--- config.mk ---
export PLATFORM = sky130hd
export DESIGN_NAME = mantissa_exponent_to_double_flat
export DESIGN_NICKNAME = d
export VERILOG_FILES = /design/src/sv/me2d_pkg.sv /design/src/sv/me2d_if.sv /design/src/sv/mantissa_exponent_to_double.sv /design/src/flat_wrapper.sv
export SDC_FILE = /design/constraint.sdc
export NUM_CORES = 1
export LEC_CHECK = 0
export ABC_AREA = 0
export BUFFER_PORTS_ARGS = -buffer_cell sky130_fd_sc_hd__clkbuf_2
export CAP_MARGIN = 20
export CORE_MARGIN = 2
export CORE_UTILIZATION = 54
export CTS_CLUSTER_SIZE = 12
export DETAILED_ROUTE_END_ITERATION = 7
export PLACE_DENSITY = 0.74
export SLEW_MARGIN = 40
export SYNTH_ARGS = -nofsm -noshare
export SYNTH_HDL_FRONTEND = slang
export SYNTH_SLANG_ARGS = --single-unit
--- constraint.sdc ---
create_clock -name clock -period 7.8 [get_ports clock]
set_input_delay 0.39 -clock clock [delete_from_list [all_inputs] [get_ports clock]]
set_output_delay 0.39 -clock clock [all_outputs]
set_load 0.01 [all_outputs]
--- src/sv/me2d_pkg.sv ---
package me2d_pkg;

   // Field widths of the channels.
   localparam int MANT_W = 64;
   localparam int EXP_W  = 16;
   localparam int FRAC_W = 52;
   localparam int BEXP_W = 11;
   localparam int LZC_W  = 6;

   typedef logic signed [MANT_W-1:0] mantissa_type;
   typedef logic signed [EXP_W-1:0]  exponent_type;
   typedef logic [MANT_W-1:0]        magnitude_type;
   typedef logic [MANT_W-1:0]        double_type;
   typedef logic [LZC_W-1:0]         lzc_type;

   // Exponent range of normal binary64 values and the bias.
   localparam exponent_type EXP_MIN  = -16'sd1022;
   localparam exponent_type EXP_MAX  = 16'sd1023;
   localparam exponent_type EXP_BIAS = 16'sd1023;

   // Magnitudes substituted when the exponent is out of range.
   localparam magnitude_type HIDDEN_ONE = 64'h0010_0000_0000_0000;
   localparam magnitude_type MAX_MAG    = 64'h001F_FFFF_FFFF_FFFF;

   // Payload carried between the first and the later stages.
   typedef struct packed {
      logic          sign;
      logic          zero;
      logic          ok;
      logic [BEXP_W-1:0] bexp;
      magnitude_type mag;
   } stage_type;

endpackage

--- src/sv/me2d_if.sv ---
interface me2d_req_if;
   logic                   valid;
   logic                   ready;
   me2d_pkg::mantissa_type mantissa;
   me2d_pkg::exponent_type exponent;

   modport source (output valid, output mantissa, output exponent, input ready);
   modport sink (input valid, input mantissa, input exponent, output ready);
endinterface

interface me2d_rsp_if;
   logic                 valid;
   logic                 ready;
   me2d_pkg::double_type double_bits;
   logic                 ok;

   modport source (output valid, output double_bits, output ok, input ready);
   modport sink (input valid, input double_bits, input ok, output ready);
endinterface

--- src/sv/mantissa_exponent_to_double.sv ---
// Packs a signed 64-bit integer mantissa and a signed 16-bit exponent into an
// IEEE 754 binary64 pattern. The leading one of the mantissa's magnitude
// becomes the hidden bit, lower bits are truncated, and the exponent is used
// as given (it is not adjusted by the normalizing shift). A zero mantissa
// gives +0 with ok set; an exponent below -1022 gives the smallest normal
// value and one above 1023 gives the largest finite value with ok cleared.
// The block is a three-stage pipeline (magnitude and range check, leading
// zero count, normalizing shift and pack): it accepts one item per clock while
// no stall holds the pipeline, and each result is registered in the third
// stage, whose register drives the output.
// A stall on the result side holds the full stages in place while empty
// stages ahead of them still fill up.
module mantissa_exponent_to_double (
   input logic             clock,
   input logic             reset,
   me2d_req_if.sink        req_ch,
   me2d_rsp_if.source      rsp_ch
);
   import me2d_pkg::*;

   // Count leading zeros: eight groups of eight, then pick the first group.
   function automatic lzc_type count_lz(input magnitude_type v);
      logic [7:0]   grp_any;
      logic [2:0]   grp_lz [8];
      logic [2:0]   grp_sel;
      logic         found;
      lzc_type      res;
      grp_any = '0;
      grp_sel = '0;
      found   = 1'b0;
      for (int g = 0; g < 8; g++) begin
         grp_lz[g] = '0;
         grp_any[g] = |v[63-8*g -: 8];
         for (int b = 0; b < 8; b++) begin
            if (v[63-8*g-7+b]) begin
               grp_lz[g] = 3'(7 - b);
            end
         end
      end
      for (int g = 0; g < 8; g++) begin
         if (grp_any[g] && !found) begin
            grp_sel = 3'(g);
            found   = 1'b1;
         end
      end
      res = {grp_sel, grp_lz[grp_sel]};
      return res;
   endfunction

   // Stage valids and payload registers.
   logic      s1_valid_ff, s1_valid_in;
   logic      s2_valid_ff, s2_valid_in;
   logic      s3_valid_ff, s3_valid_in;
   stage_type s1_ff, s1_in;
   stage_type s2_ff;
   lzc_type   s2_lz_ff, s2_lz_in;
   double_type s3_bits_ff, s3_bits_in;
   logic      s3_ok_ff, s3_ok_in;

   logic adv1, adv2, adv3;

   // A stage advances when it is empty or the stage after it advances.
   assign adv3 = !s3_valid_ff || rsp_ch.ready;
   assign adv2 = !s2_valid_ff || adv3;
   assign adv1 = !s1_valid_ff || adv2;
   assign req_ch.ready = adv1;

   assign s1_valid_in = adv1 ? req_ch.valid : s1_valid_ff;
   assign s2_valid_in = adv2 ? s1_valid_ff : s2_valid_ff;
   assign s3_valid_in = adv3 ? s2_valid_ff : s3_valid_ff;

   // Stage one: sign, magnitude and range check of the exponent.
   always_comb begin
      exponent_type e_use;
      s1_in.sign = req_ch.mantissa[MANT_W-1];
      s1_in.zero = (req_ch.mantissa == '0);
      s1_in.ok   = 1'b1;
      s1_in.mag  = req_ch.mantissa[MANT_W-1] ? magnitude_type'(-req_ch.mantissa)
                                              : magnitude_type'(req_ch.mantissa);
      e_use      = req_ch.exponent;
      if (req_ch.exponent < EXP_MIN) begin
         e_use     = EXP_MIN;
         s1_in.mag = HIDDEN_ONE;
      end
      if (req_ch.exponent > EXP_MAX) begin
         e_use     = EXP_MAX;
         s1_in.mag = MAX_MAG;
         s1_in.ok  = 1'b0;
      end
      s1_in.bexp = BEXP_W'(e_use + EXP_BIAS);
   end

   // Stage two: position of the leading one.
   assign s2_lz_in = count_lz(s1_ff.mag);

   // Stage three: shift the leading one to the top and pack the fields.
   always_comb begin
      magnitude_type norm;
      norm = s2_ff.mag << s2_lz_ff;
      if (s2_ff.zero) begin
         s3_bits_in = '0;
         s3_ok_in   = 1'b1;
      end else begin
         s3_bits_in = {s2_ff.sign, s2_ff.bexp, norm[MANT_W-2 -: FRAC_W]};
         s3_ok_in   = s2_ff.ok;
      end
   end

   always_ff @(posedge clock) begin
      if (reset) begin
         s1_valid_ff <= 1'b0;
         s2_valid_ff <= 1'b0;
         s3_valid_ff <= 1'b0;
      end else begin
         s1_valid_ff <= s1_valid_in;
         s2_valid_ff <= s2_valid_in;
         s3_valid_ff <= s3_valid_in;
      end
   end

   // Payload registers load only when their stage advances.
   always_ff @(posedge clock) begin
      if (adv1) begin
         s1_ff <= s1_in;
      end
      if (adv2) begin
         s2_ff    <= s1_ff;
         s2_lz_ff <= s2_lz_in;
      end
      if (adv3) begin
         s3_bits_ff <= s3_bits_in;
         s3_ok_ff   <= s3_ok_in;
      end
   end

   assign rsp_ch.valid       = s3_valid_ff;
   assign rsp_ch.double_bits = s3_bits_ff;
   assign rsp_ch.ok          = s3_ok_ff;

`ifndef SYNTHESIS
   // A saturated result carries the largest finite exponent.
   a_sat_exp: assert property (@(posedge clock) disable iff (reset)
      rsp_ch.valid && !rsp_ch.ok |-> rsp_ch.double_bits[62:52] == 11'h7FE)
      else $error("saturated result has wrong exponent");

   // A saturated result carries an all-ones fraction.
   a_sat_frac: assert property (@(posedge clock) disable iff (reset)
      rsp_ch.valid && !rsp_ch.ok |-> &rsp_ch.double_bits[51:0])
      else $error("saturated result has wrong fraction");

   // A zero biased exponent only appears for the +0 result.
   a_zero_only: assert property (@(posedge clock) disable iff (reset)
      rsp_ch.valid && rsp_ch.double_bits[62:52] == 11'h000
      |-> rsp_ch.double_bits == 64'h0 && rsp_ch.ok)
      else $error("subnormal or signed zero produced");
`endif

endmodule

--- src/flat_wrapper.sv ---
// flat-port wrapper written by rule: the top's interface ports become plain ports
module mantissa_exponent_to_double_flat import me2d_pkg::*;
  (clock, reset, req_ch_valid, req_ch_mantissa, req_ch_exponent, req_ch_ready, rsp_ch_valid, rsp_ch_double_bits, rsp_ch_ok, rsp_ch_ready);
  me2d_req_if req_ch_i ();
  me2d_rsp_if rsp_ch_i ();
  input logic clock;
  input logic reset;
  input wire logic [$bits(req_ch_i.valid)-1:0] req_ch_valid;
  input wire logic [$bits(req_ch_i.mantissa)-1:0] req_ch_mantissa;
  input wire logic [$bits(req_ch_i.exponent)-1:0] req_ch_exponent;
  output wire logic [$bits(req_ch_i.ready)-1:0] req_ch_ready;
  output wire logic [$bits(rsp_ch_i.valid)-1:0] rsp_ch_valid;
  output wire logic [$bits(rsp_ch_i.double_bits)-1:0] rsp_ch_double_bits;
  output wire logic [$bits(rsp_ch_i.ok)-1:0] rsp_ch_ok;
  input wire logic [$bits(rsp_ch_i.ready)-1:0] rsp_ch_ready;
  assign req_ch_i.valid = req_ch_valid;
  assign req_ch_i.mantissa = req_ch_mantissa;
  assign req_ch_i.exponent = req_ch_exponent;
  assign req_ch_ready = req_ch_i.ready;
  assign rsp_ch_valid = rsp_ch_i.valid;
  assign rsp_ch_double_bits = rsp_ch_i.double_bits;
  assign rsp_ch_ok = rsp_ch_i.ok;
  assign rsp_ch_i.ready = rsp_ch_ready;
  mantissa_exponent_to_double u_core (.clock(clock), .reset(reset), .req_ch(req_ch_i), .rsp_ch(rsp_ch_i));
endmodule
# After elaboration in Yosys (flattened, before gate mapping)
# Cells that the tools add are included.
dict set report op_classes {
  n_lt_le_gt_ge 3
  n_bitwise 2
  n_mux 86
  reduce_logical 31
  shifts 1
  addsub 2
  mul 0
  eq_ne 0
  div 0
}
# operator count
set op_table {}
lappend op_table {{3-bit two-way mux} 70}
lappend op_table {{64-bit logical NOT} 1}
lappend op_table {{64-bit negator} 1}
lappend op_table {{8-bit OR reduction} 8}
lappend op_table {{64-bit by 6-bit left shift with 63-bit output} 1}
lappend op_table {{63-bit two-way mux} 1}
lappend op_table {{52-bit two-way mux} 1}
lappend op_table {{11-bit two-way mux} 2}
lappend op_table {{16-bit by 11-bit greater-than comparator with 1-bit output, second input constant} 1}
lappend op_table {{16-bit by 11-bit less-than comparator with 1-bit output, second input constant} 1}
lappend op_table {{11-bit adder, second input constant} 1}
lappend op_table {{1-bit logical NOT} 10}
lappend op_table {{3-bit binary-select mux with 3-bit select} 1}
lappend op_table {{1-bit two-way mux} 9}
lappend op_table {{1-bit logical AND} 7}
lappend op_table {{4-bit >= comparator, second input constant} 1}
lappend op_table {{2-bit two-way mux} 2}
lappend op_table {{3-bit NOT with 4-bit output} 1}
lappend op_table {{1-bit logical OR} 3}
lappend op_table {{3-bit OR reduction} 1}
lappend op_table {{2-bit OR reduction} 1}
lappend op_table {{1-bit NOT} 1}
dict set report word_totals {
  ff_bits 230
  wordCells 143
  n_memories 0
  in_bits 84
  output_inout_bits 67
  mem_bits_ro 0
  ram_bits 0
  latch_bits 0
}

# Logic depth before layout (Yosys ltp)
# Gate-level depths: netlist of the first run.
dict set report logic_depth {
  ltp_word 27
  mapped_depth 13
}

# Least setup slack after synthesis of the first run
# Ideal clock, no wire load.
dict set report synth_path {
  path_kind {input-to-reg}
  start {in req_ch_exponent[4]}
  end {reg u_core.s1_ff[70] (netlist bit) (data pin)}
  setup_time_ns 0.267
  path_buffers 1
  path_stages 11
  required_ns 7.533
  t_arrival_ns 3.200
  slack_ns 4.333
  path_cell_list {or4_1 or3_1 nor4_1 o21ai_1 o21ai_0 ha_1 clkbuf_1 inv_1 or4b_2 o21ai_0 a21oi_1}
}
# element line_no
set synth_lines {}
lappend synth_lines {{start, declared} flat_wrapper.sv:10} ;# input wire logic [$bits(req_ch_i.exponent)-1:0] req_ch_exponent;
lappend synth_lines {{end signal, assigned} mantissa_exponent_to_double.sv:124} ;# s1_ff <= s1_in;
lappend synth_lines {{end, declared} mantissa_exponent_to_double.sv:54} ;# stage_type s1_ff, s1_in;

==> results of run 1 <==
layer usage:
metal	global-route usage [%]	share of wire (%)	vias up
li1	-	-	4876
met1	34.9	47	4785
met2	35.1	45	353
met3	2.39	5.2	54
met4	7.28	2.8	0
met5	0	0	-
stage by stage:
| step | setup WS (ns) | power (uW) | hold WS (ns) | cell area [um2] |
|---|---|---|---|---|
| after floorplan | 4.33 | 2520 | 0.400 | 13600 |
| after global placement | 3.93 | 2870 | 0.401 | 14500 |
| after detailed placement | 3.92 | 2900 | 0.405 | 14500 |
| after CTS | 4.43 | 4030 | 0.0484 | 15300 |
| after global routing | 4.17 | 4220 | 0.0574 | 15300 |
| final | 4.37 | 4010 | 0.0677 | 15300 |
cell type report:
class                   count  area, um2
clock inverters             6        129
flip-flops and latches    229       6850
fillers                  1929       9160
clock buffers              27        633
multi-input cells         896       6310
well taps                 324        405
inverters                  26       97.6
repair buffers            166        882
sequential cells by signal (all words and copies together), names as in the netlist:
signal / flops
u_core.s1_ff: 78
u_core.s2_ff: 77
u_core.rsp_ch.double_bits: 64
u_core.s2_lz_ff: 6
u_core.rsp_ch.ok: 1
u_core.rsp_ch.valid: 1
u_core.s1_valid_ff: 1
u_core.s2_valid_ff: 1
cell families (layout without fill, tap and decap cells):
kind of cell | Yosys count | after routing
buffers and inverters | 103 | 225
and+or+nand+nor | 429 | 429
xor gates and xnor gates | 66 | 66
DFF | 229 | 229
AOI/OAI and AO/OA | 275 | 275
adders and majority gates | 2 | 2
muxes | 124 | 124
worst reg2reg max path: stages, from the launching register on:
cell and delay, ns:
edfxtp_1 0.43, nor4_1 0.60, nand4_1 0.32, nand2b_4 0.25
o31a_1 0.43, and3b_1 0.23, nor3_1 0.32, a211oi_1 0.11
cell usage after synthesis (4+ instances only):
cell type / number
nand3b_1: 4
or4_1: 12
a31oi_1: 7
nor4_1: 26
o21ai_0: 119
o22a_1: 4
xnor2_1: 8
and3_1: 6
nor3b_1: 4
nor2_1: 90
o21ai_1: 4
mux2i_1: 47
nand2b_1: 16
nand4_1: 6
o41ai_1: 9
nand3_1: 8
xor2_1: 58
or3_1: 4
mux2_2: 21
inv_1: 23
nor2b_1: 16
o21a_1: 9
clkbuf_1: 49
edfxtp_1: 226
o31ai_1: 19
o22ai_1: 17
nand2_1: 178
a21oi_1: 46
or2_2: 5
buf_1: 14
nor3_1: 36
buf_2: 12
a211oi_1: 8
o21bai_1: 11
mux4_2: 56
how the worst max path moves through the flow:
stage | start | to | slack [ns] | cells past startpoint
6_report | req_ch_exponent[4] | u_core.s1_ff[70] | 4.37 | 11
4_1_cts | req_ch_exponent[4] | u_core.s1_ff[70] | 4.43 | 11
3_5_place_dp | req_ch_exponent[4] | u_core.s1_ff[70] | 3.92 | 11
2_1_floorplan | req_ch_exponent[4] | u_core.s1_ff[70] | 4.33 | 11
3_3_place_gp | req_ch_exponent[4] | u_core.s1_ff[70] | 3.93 | 11
5_1_grt | req_ch_exponent[4] | u_core.s1_ff[70] | 4.17 | 11
power by group through the flow:
stage	sequential, uW	clock (uW)	combinational [uW]
5_1_grt	1720	1190	1310
3_3_place_gp	1710	0	1160
4_1_cts	1700	1150	1190
6_report	1700	1120	1190
3_5_place_dp	1720	0	1180
2_1_floorplan	1760	0	761
==> key figures, run 1 <==
Layout
  – Final Util: 62.5%
  – Non-filler cells in the finished layout: 1,674
  – Synth-to-Final Area Change: 12.9%
  – Most frequent cells in the layout: edfxtp_1, nand2_1, clkbuf_2
  – Most common cell after layout, fill and taps aside: edfxtp_1
  – # diodes: 0
  – Final nets: 1,429
  – Share of post-route cells with drive strength above 1: 22.0%

Yosys
  – Fraction of synthesized area in multiplexers: 14.5%
  – Compound-cell area share of the yosys netlist: 12.4%
  – Synth Instances: 1,228
  – Sequential area share after synthesis: 50.5%
  – Yosys top cell area share: 50.1%
  – Syn Area/Cell: 11.0 um2
  – Largest family of logic cells by synthesized area: simple AND/OR/NAND/NOR gates
  – Adder-cell share of the synthesized area: 0.185%
  – Post-synth EDFFs: 226
  – Post-Synth XOR/XNOR Area: 4.26%
  – Top post-synthesis cells by area: edfxtp_1, mux4_2, nand2_1, o21ai_0, xor2_1
  – YS warnings: 0
  – Share of synthesized registers carrying an async set or reset: 0%
  – Syn Nets: 1,314
  – Unique masters post-synth: 70
  – Cell taking the most area after synthesis: edfxtp_1
  – Commonest register cell after synthesis: edfxtp_1
  – Simple-gate portion of the synthesized area: between 15 and 20%
  – FF+latch count, synth: 229
  – Post-Syn Area: 13,600 um2

Clocking
  – H-Tree Depth: 1
  – Clock Pin Slew Worst Setup and Hold Paths: 0.06 ns
  – Clk_lat worst skew: a little over 0.5 ns
  – Clk buf depth: 3
  – Root buf cell: clkbuf_16
  – Clk sinks: 229
  – Post-CTS Resized: 0
  – CTS tree: done
  – Setup repair bufs after CTS: 0
  – Num CTS Buffers: 24
  – Post-CTS Hold Fix Bufs: 0

Pwr
  – Internal power: 2800 uW
  – Total power per unit cell area: 262 nW/um2
  – VDD IR-drop max: 0.000177 V
  – Switch Pwr: 1210 uW
  – Seq pwr share: 42.3%
  – Clk pwr share: between 20% and 30%
  – Switching portion of total power: 30.2%
  – Pleak: 0.00577 uW
  – Gate power share: ~30%

Min path
  – Hold Path Depth: 2
  – Hold Crit Start: reset
  – Hold crit path type: primary input to flop
  – Hold Path End: u_core.s2_valid_ff

Global routing
  – GRT Total Usage: 23.0%
  – Largest net degree at the start of global routing: between 80 and 90
  – Number of global-route vias before repair: about 9,100
  – Grt ovf: 0
  – First-pass GRT wire length: 48,800 um
  – Initial antenna violation count: 0

Worst setup path
  – Reg2reg setup slack: 4.85 ns
  – CP max stage cell: or4b_2
  – Critical Path Source Type: primary input
  – Most used cell, CP: o21ai_0
  – WP buf/inv: 2
  – Reg2Reg Capture Point: u_core.s2_lz_ff[2]
  – Critical path peak fanout: 10
  – Worst reg2reg path startpoint: u_core.s1_ff[57]
  – Register-to-Register Path Depth: 7
  – WP data arrival: 3.66 ns
  – Setup CP Type: primary input to flop
  – Largest delay contributor family on the critical path: simple AND/OR/NAND/NOR gates
  – Crit. End Element: flop
  – Critical path data required time: about 8 ns
  – Critical path's largest stage delay: 0.68 ns
  – CP cell instances: clkbuf_2 > or4_1 > or3_1 > nor4_1 > o21ai_1 > o21ai_0 > ha_1 > inv_1 > or4b_2 > o21ai_0 > a21oi_1

Timing
  – Final Hold Viols: 0
  – Final setup viols: 0
  – Slew HR: 45.5%
  – RSZ-0062 raised after global routing: no
  – Fin crit share: between 40 and 50%
  – Final Critical Period: 3.43 ns
  – Max-slew violation count: 0
  – Final Skew: approximately 0.013 ns
  – Worst slew pin tran: about 0.8 ns
  – Setup TNS: 0 ns
  – Fmax: 291 MHz

Die
  – Initial core utilization: 55.4%
  – Core footprint: 24,500 um2
  – Die area: roughly 26,000 um2
  – Die Ht: around 160 um
  – Row cnt: between 50 and 60
  – Count of boundary I/O pins: 151
  – Die W: 162 um

Drt
  – Post-Route WL: 30,300 um
  – ANT nets after route: 0
  – DR pass1 iterations: 5
  – DRC viols: 0
  – Avg Vias per Cell: 6.01
  – Vias: about 10,000
  – Detailed Route Iter0 Violations: between 700 and 800
  – DR WL/cell: 18.1 um

Place
  – Buffers on Ports: 150
  – Placed insts: 1,640
  – Dpl hpwl: 22,500 um
  – Gpl congestion: 0.907

Job
  – Max-Cap Viols: 0

Status
  – Outcome: finished, final reports clean
(Power assumes the default switching activity.)
==> run 2: changes to the inputs <==
--- a/config.mk
+++ b/config.mk
@@ -12,7 +12,7 @@
 export CORE_UTILIZATION = 54
 export CTS_CLUSTER_SIZE = 12
 export DETAILED_ROUTE_END_ITERATION = 7
-export PLACE_DENSITY = 0.74
+export PLACE_DENSITY = 0.77
 export SLEW_MARGIN = 40
 export SYNTH_ARGS = -nofsm -noshare
 export SYNTH_HDL_FRONTEND = slang
==> constraint.sdc (replaced) <==
create_clock -name clock -period 3.06 [get_ports clock]
set_input_delay 0.153 -clock clock [delete_from_list [all_inputs] [get_ports clock]]
set_output_delay 0.153 -clock clock [all_outputs]
set_load 0.01 [all_outputs]
==> run 2 against run 1 <==
Net effect:
- design area rose by 1.0%
- setup slack lost 4.2 ns
- clock skew decreased by 0.0047 ns
- combinational power increased to 2.6 times the previous value
- core utilization rose by 0.65 points
- critical path type is now flop to flop
- largest cell class unchanged
- highest routed layer unchanged
==> key figures, run 2 (same netlist as run 1, synthesis figures left out) <==
Layout
  – Synth-to-Final Area Change: 14.0%
  – Top reg by flops: u_core.s1_ff
  – Most frequent cells in the layout: edfxtp_1, nand2_1, clkbuf_2
  – # diodes: 0 (unchanged)
  – Final nets: 1,453 (+1.7%)
  – Most common cell after layout, fill and taps aside: edfxtp_1
  – Share of post-route cells with drive strength above 1: 23.0% (+1.0 points)
  – Fillers: 1,890 (-2.0%)
  – Max FFs per register: 78 (unchanged)

Worst setup path
  – CP cell instances: nor4_1 > and4_1 > nand2b_4 > o31a_1 > a2111o_1 > and3_1 > o21ai_1
  – Reg2reg setup slack: 0.21 ns (-4.64 ns)
  – Critical path peak fanout: 9 (-1)
  – Reg2Reg Capture Point: u_core.s2_lz_ff[1]
  – WP buf/inv: 0 (-2)
  – Largest delay contributor family on the critical path: simple AND/OR/NAND/NOR gates
  – Critical path's largest stage delay: 0.61 ns (-0.07 ns)
  – Setup CP Type: flop to flop
  – Critical Path Source Type: flop
  – Register-to-Register Path Depth: 7 (unchanged)
  – CP max stage cell: nor4_1
  – Critical path data required time: 3.43 ns (-4.60 ns)
  – WP data arrival: 3.21 ns (-0.45 ns)
  – Worst reg2reg path startpoint: u_core.s1_ff[45]
  – Crit. End Element: flop

Timing
  – Final Skew: 0.00857 ns (-0.00466 ns)
  – Max-slew violation count: 0 (unchanged)
  – Slew HR: 52.7% (+7.1 points)
  – Worst slew pin tran: 0.704 ns (-0.113 ns)
  – Hold slack: 0.0210 ns (-0.0467 ns)
  – Fmax: 351 MHz
  – RSZ-0062 raised after global routing: no
  – Final Hold Viols: 0 (unchanged)
  – Final setup viols: 0 (unchanged)
  – Final Critical Period: 2.85 ns
  – Fin crit share: between 90 and 100%
  – Setup TNS: 0 ns (unchanged)

Drt
  – ANT nets after route: 0 (unchanged)
  – Post-Route WL: 31,100 um (+2.6%)
  – Avg Vias per Cell: 6.06 (+0.82%)
  – DR WL/cell: 18.3 um (+1.2%)
  – Detailed Route Iter0 Violations: 873 (+23%)
  – Vias: 10,290 (+2.2%)
  – DRC viols: 0 (unchanged)
  – DR pass1 iterations: 5 (unchanged)

Global routing
  – Initial antenna violation count: 0 (unchanged)
  – Grt ovf: 0 (unchanged)
  – GRT Total Usage: 23.4% (+0.45 points)
  – Number of global-route vias before repair: 9,378 (+3.3%)
  – Largest net degree at the start of global routing: 80 (-4.8%)
  – First-pass GRT wire length: 49,700 um (+1.9%)

Place
  – Gpl congestion: 0.967 (+6.6%)
  – Dpl hpwl: 23,200 um (+2.8%)
  – Buffers on Ports: 150 (unchanged)

Clocking
  – H-Tree Depth: 1 (unchanged)
  – Post-CTS Hold Fix Bufs: 5 (+5)
  – Clk buf depth: 3 (unchanged)
  – Num CTS Buffers: 24 (unchanged)
  – CTS tree: done
  – Post-CTS Resized: 0 (unchanged)
  – Setup repair bufs after CTS: 0 (unchanged)
  – Root buf cell: clkbuf_16
  – Clk sinks: 229 (unchanged)
  – Clock Pin Slew Worst Setup and Hold Paths: 0.06 ns (about the same)
  – Clk_lat worst skew: 0.51 ns (about the same)

Pwr
  – Total power per unit cell area: 643 nW/um2 (+150%)
  – VDD IR-drop max: 0.000396 V (+120%)
  – Overall Power: 9940 uW (+150%)
  – Pleak: 0.00585 uW (+1.4%)

Min path
  – Hold Path Depth: 3 (+1)
  – Hold crit path type: primary input to flop
  – Hold Crit Start: req_ch_mantissa[53]
  – Hold Path End: u_core.s1_ff[53]

Die
  – Row cnt: 57 (unchanged)
  – Initial core utilization: 55.4% (unchanged)
  – Core footprint: 24,500 um2 (unchanged)
  – Count of boundary I/O pins: 151 (unchanged)
  – Die W: 162 um (unchanged)
  – Die Ht: 162 um (unchanged)
  – Die area: 26,400 um2 (unchanged)

Job
  – Max-Cap Viols: 0 (unchanged)

Status
  – Outcome: finished, final reports clean
[run 2: changes by cell type in the layout (fill, tap and decap cells not counted), sizes merged]
cell / before / now
bufinv: 4 / 0
clkinv: 4 / 5
buf: 16 / 35
clkinvlp: 0 / 2
dlygate4sd3: 0 / 5
[run 2: worst max-delay path by stage]
stage	startpoint	depth (start not counted)	endpoint	slack [ns]
3_3_place_gp	req_ch_exponent[4]	11	u_core.s1_ff[70]	0.13
5_1_grt	u_core.s1_ff[33]	7	u_core.s2_lz_ff[1]	0.07
4_1_cts	u_core.s1_ff[45]	7	u_core.s2_lz_ff[1]	0.27
2_1_floorplan	req_ch_exponent[4]	11	u_core.s1_ff[70]	0.05
6_report	u_core.s1_ff[45]	7	u_core.s2_lz_ff[1]	0.21
3_5_place_dp	req_ch_exponent[4]	11	u_core.s1_ff[70]	0.05
[run 2: area by class of cell]
type                            count  area, um2  area share (%)
Multi-Input combinational cell    896       6310            40.8
Tap cell                          324        405            2.62
Timing Repair Buffer              190       1130            7.33
Clock buffer                       27        633            4.09
Clock inverter                      5       32.5           0.210
Inverter                           26       97.6           0.631
Sequential cell                   229       6850            44.3
[run 2: tightest hold or removal path: stages]
cell	delay, ns
clkbuf_2	0.09
xor2_1	0.07
nor2_1	0.10
[run 2: power breakdown]
group | switching [uW] | internal (uW)
Clock | 1070 | 1450
Combinational | 1770 | 1320
Sequential | 274 | 4060
Total | 3110 | 6840
[run 2: metal layers]
layer | global-route usage [%] | wire [um]
met5 | 0 | 0
met2 | 36.3 | 14000
met4 | 9.25 | 1160
met1 | 34.3 | 14000
met3 | 2.65 | 1900
[run 2: per-stage QoR]
stage          utilization (%)  cells  area [um2]  setup WS [ns]
2_1_floorplan                -   1228       13600         0.0465
3_3_place_gp              60.2   1659       14700          0.129
3_5_place_dp              60.3   1660       14700         0.0460
4_1_cts                   63.2   1697       15500          0.267
5_1_grt                   63.2   1697       15500         0.0686
6_report                  63.2   1697       15500          0.213
==> run 3: changes to the inputs <==
--- a/config.mk
+++ b/config.mk
@@ -8,11 +8,12 @@
 export ABC_AREA = 0
 export BUFFER_PORTS_ARGS = -buffer_cell sky130_fd_sc_hd__clkbuf_2
 export CAP_MARGIN = 20
+export CORE_ASPECT_RATIO = 1.4
 export CORE_MARGIN = 2
 export CORE_UTILIZATION = 54
 export CTS_CLUSTER_SIZE = 12
 export DETAILED_ROUTE_END_ITERATION = 7
-export PLACE_DENSITY = 0.77
+export PLACE_DENSITY_LB_ADDON = 0.25
 export SLEW_MARGIN = 40
 export SYNTH_ARGS = -nofsm -noshare
 export SYNTH_HDL_FRONTEND = slang
==> run 3 against run 2 <==
Net effect:
- non-clock buffer count rose by 24
- global-route usage rose by 0.79 points
- clock power rose by 4%
- hold slack barely moved
- clock-buffer cell count rose by 2
- largest cell class unchanged
==> key figures, run 3 (same netlist as run 1, synthesis figures left out) <==
Status
  – Outcome: finished, final reports clean

Place
  – Gpl congestion: 0.952 (-1.5%)
  – Dpl hpwl: 24,000 um (+3.6%)
  – Post-place setup slack: 0.0893 ns (+0.0433 ns)
  – Buffers on Ports: 150 (unchanged)

Clocking
  – H-Tree Depth: 1 (unchanged)
  – CTS tree: done
  – Clock Pin Slew Worst Setup and Hold Paths: 0.06 ns (about the same)
  – Clk_lat worst skew: 0.51 ns (about the same)
  – Clk sinks: 229 (unchanged)
  – Root buf cell: clkbuf_16
  – Num CTS Buffers: 24 (unchanged)
  – Clk buf depth: 3 (unchanged)

Timing
  – Setup TNS: 0 ns (unchanged)
  – Fin crit share: 87.1% (-5.9 points)
  – Final Skew: 0.00999 ns (+0.00142 ns)
  – Worst slew pin tran: 0.768 ns (+0.0644 ns)
  – Final Critical Period: 2.67 ns (-0.181 ns)
  – Fmax: 375 MHz (+6.8%)
  – Worst Slack Setup Final: 0.393 ns (+0.181 ns)
  – Final Hold Viols: 0 (unchanged)
  – Max-slew violation count: 0 (unchanged)
  – Final setup viols: 0 (unchanged)
  – Slew HR: 48.8% (-3.9 points)
  – RSZ-0062 raised after global routing: no

Global routing
  – Number of global-route vias before repair: 9,492 (+1.2%)
  – Initial antenna violation count: 0 (unchanged)
  – First-pass GRT wire length: 49,700 um (about the same)
  – Grt ovf: 0 (unchanged)
  – GRT Total Usage: 24.2% (+0.79 points)
  – Largest net degree at the start of global routing: 68 (-15%)

Layout
  – Most frequent cells in the layout: edfxtp_1, nand2_1, clkbuf_2
  – Share of post-route cells with drive strength above 1: 24.0% (+1.0 points)
  – Synth-to-Final Area Change: 15.7%
  – Max FFs per register: 78 (unchanged)
  – # diodes: 0 (unchanged)
  – Most common cell after layout, fill and taps aside: edfxtp_1
  – Top reg by flops: u_core.s1_ff
  – Final nets: 1,477 (+1.7%)
  – Fillers: 2,000 (+5.8%)

Worst setup path
  – CP cell instances: nor4_1 > buf_4 > and4_1 > nand2b_4 > o31a_1 > buf_4 > a2111o_1 > and3_1 > o21ai_1
  – Crit. End Element: flop
  – Critical path data required time: 3.43 ns (about the same)
  – WP data arrival: 3.04 ns (-0.17 ns)
  – CP max stage cell: edfxtp_1
  – Critical path peak fanout: 8 (-1)
  – Setup CP Type: flop to flop
  – Critical path's largest stage delay: 0.49 ns (-0.12 ns)
  – Critical Path Source Type: flop
  – Most used cell, CP: buf_4

Drt
  – Routed met2 length: 15,500 um (+10%)
  – Detailed Route Iter0 Violations: 686 (-21%)
  – Highest routed layer: met4
  – Vias: 10,125 (-1.6%)
  – ANT nets after route: 0 (unchanged)
  – Post-Route WL: 31,200 um (+0.51%)
  – DR pass1 iterations: 6 (+1)
  – Avg Vias per Cell: 5.91 (-2.6%)
  – DRC viols: 0 (unchanged)
  – WL met1: 12,400 um (-11%)
  – DR WL/cell: 18.2 um (-0.49%)
  – Wire length on met3: 1310 um (-31%)

Die
  – Core footprint: 24,700 um2 (+0.86%)
  – Initial core utilization: 54.9% (-0.47 points)
  – Die Ht: 191 um (+18%)
  – Row cnt: 68 (+19%)
  – Die W: 138 um (-15%)
  – Count of boundary I/O pins: 151 (unchanged)
  – Die area: 26,400 um2 (about the same)

Pwr
  – Pleak: 0.00599 uW (+2.4%)
  – Total power per unit cell area: 643 nW/um2 (about the same)
  – VDD IR-drop max: 0.000482 V (+22%)

Min path
  – Hold crit path type: primary input to flop

Job
  – Max-Cap Viols: 0 (unchanged)
-- run 3: where the power goes --
| group | internal (uW) | total [uW] | switching [uW] | leakage [uW] |
|---|---|---|---|---|
| clock | 1540 | 2620 | 1080 | 0.000334 |
| combinational | 1370 | 3150 | 1780 | 0.00328 |
| sequential | 4060 | 4310 | 254 | 0.00237 |
| total | 6970 | 10100 | 3110 | 0.00599 |
-- run 3: final timing paths --
path / cells after the start / endpoint / from / slack [ns]
max: 9 / u_core.s2_lz_ff[1] / u_core.s1_ff[36] / 0.39
min: 3 / u_core.s1_ff[58] / req_ch_mantissa[58] / 0.02
max reg2reg: 9 / u_core.s2_lz_ff[1] / u_core.s1_ff[36] / 0.39
min reg2reg: 0 / u_core.s2_ff[74] / u_core.s1_ff[74] / 0.42
-- run 3: layout make-up --
| class | count | area [um2] | share of cell area (%) |
|---|---|---|---|
| inverters | 26 | 97.6 | 0.622 |
| flip-flops and latches | 229 | 6850 | 43.6 |
| repair buffers | 214 | 1340 | 8.56 |
| multi-input cells | 896 | 6310 | 40.2 |
| well taps | 315 | 394 | 2.51 |
| clock buffers | 29 | 641 | 4.08 |
| clock inverters | 5 | 53.8 | 0.343 |
-- run 3: metal layers --
layer / vias up / global-route usage, %
li1: 4975 / -
met1: 4727 / 29.6
met2: 323 / 41.1
met3: 100 / 2.70
met4: 0 / 14.4
met5: - / 0
-- run 3: through the flow --
stage | total power [uW] | instances | area [um2] | hold slack [ns] | util, %
3_5_place_dp | 7500 | 1672 | 14900 | 0.352 | 60.4
5_1_grt | 10600 | 1714 | 15700 | 0.0324 | 63.6
3_3_place_gp | 7440 | 1671 | 14900 | 0.348 | 60.4
4_1_cts | 10100 | 1714 | 15700 | 0.00406 | 63.6
2_1_floorplan | 6410 | 1228 | 13600 | 0.225 | -
6_report | 10100 | 1714 | 15700 | 0.0213 | 63.6
-- run 3: critical path: cells and delay by family, from the launching register on --
family                 cells  cell delay [ns]
AOI/OAI and AO/OA          3             0.85
buffers and inverters      2             0.35
DFF                        1             0.49
and+or+nand+nor            4             0.83
-- run 3: what timing repair did --
| item | 4_1_cts | 5_1_grt |
|---|---|---|
| setup buffers | 0 | 0 |
| hold endpoints to repair | 9 | 0 |
| endpoints found under the setup margin | 0 | 0 |
| hold buffers | 8 | 0 |
| gates resized for setup | 0 | 0 |
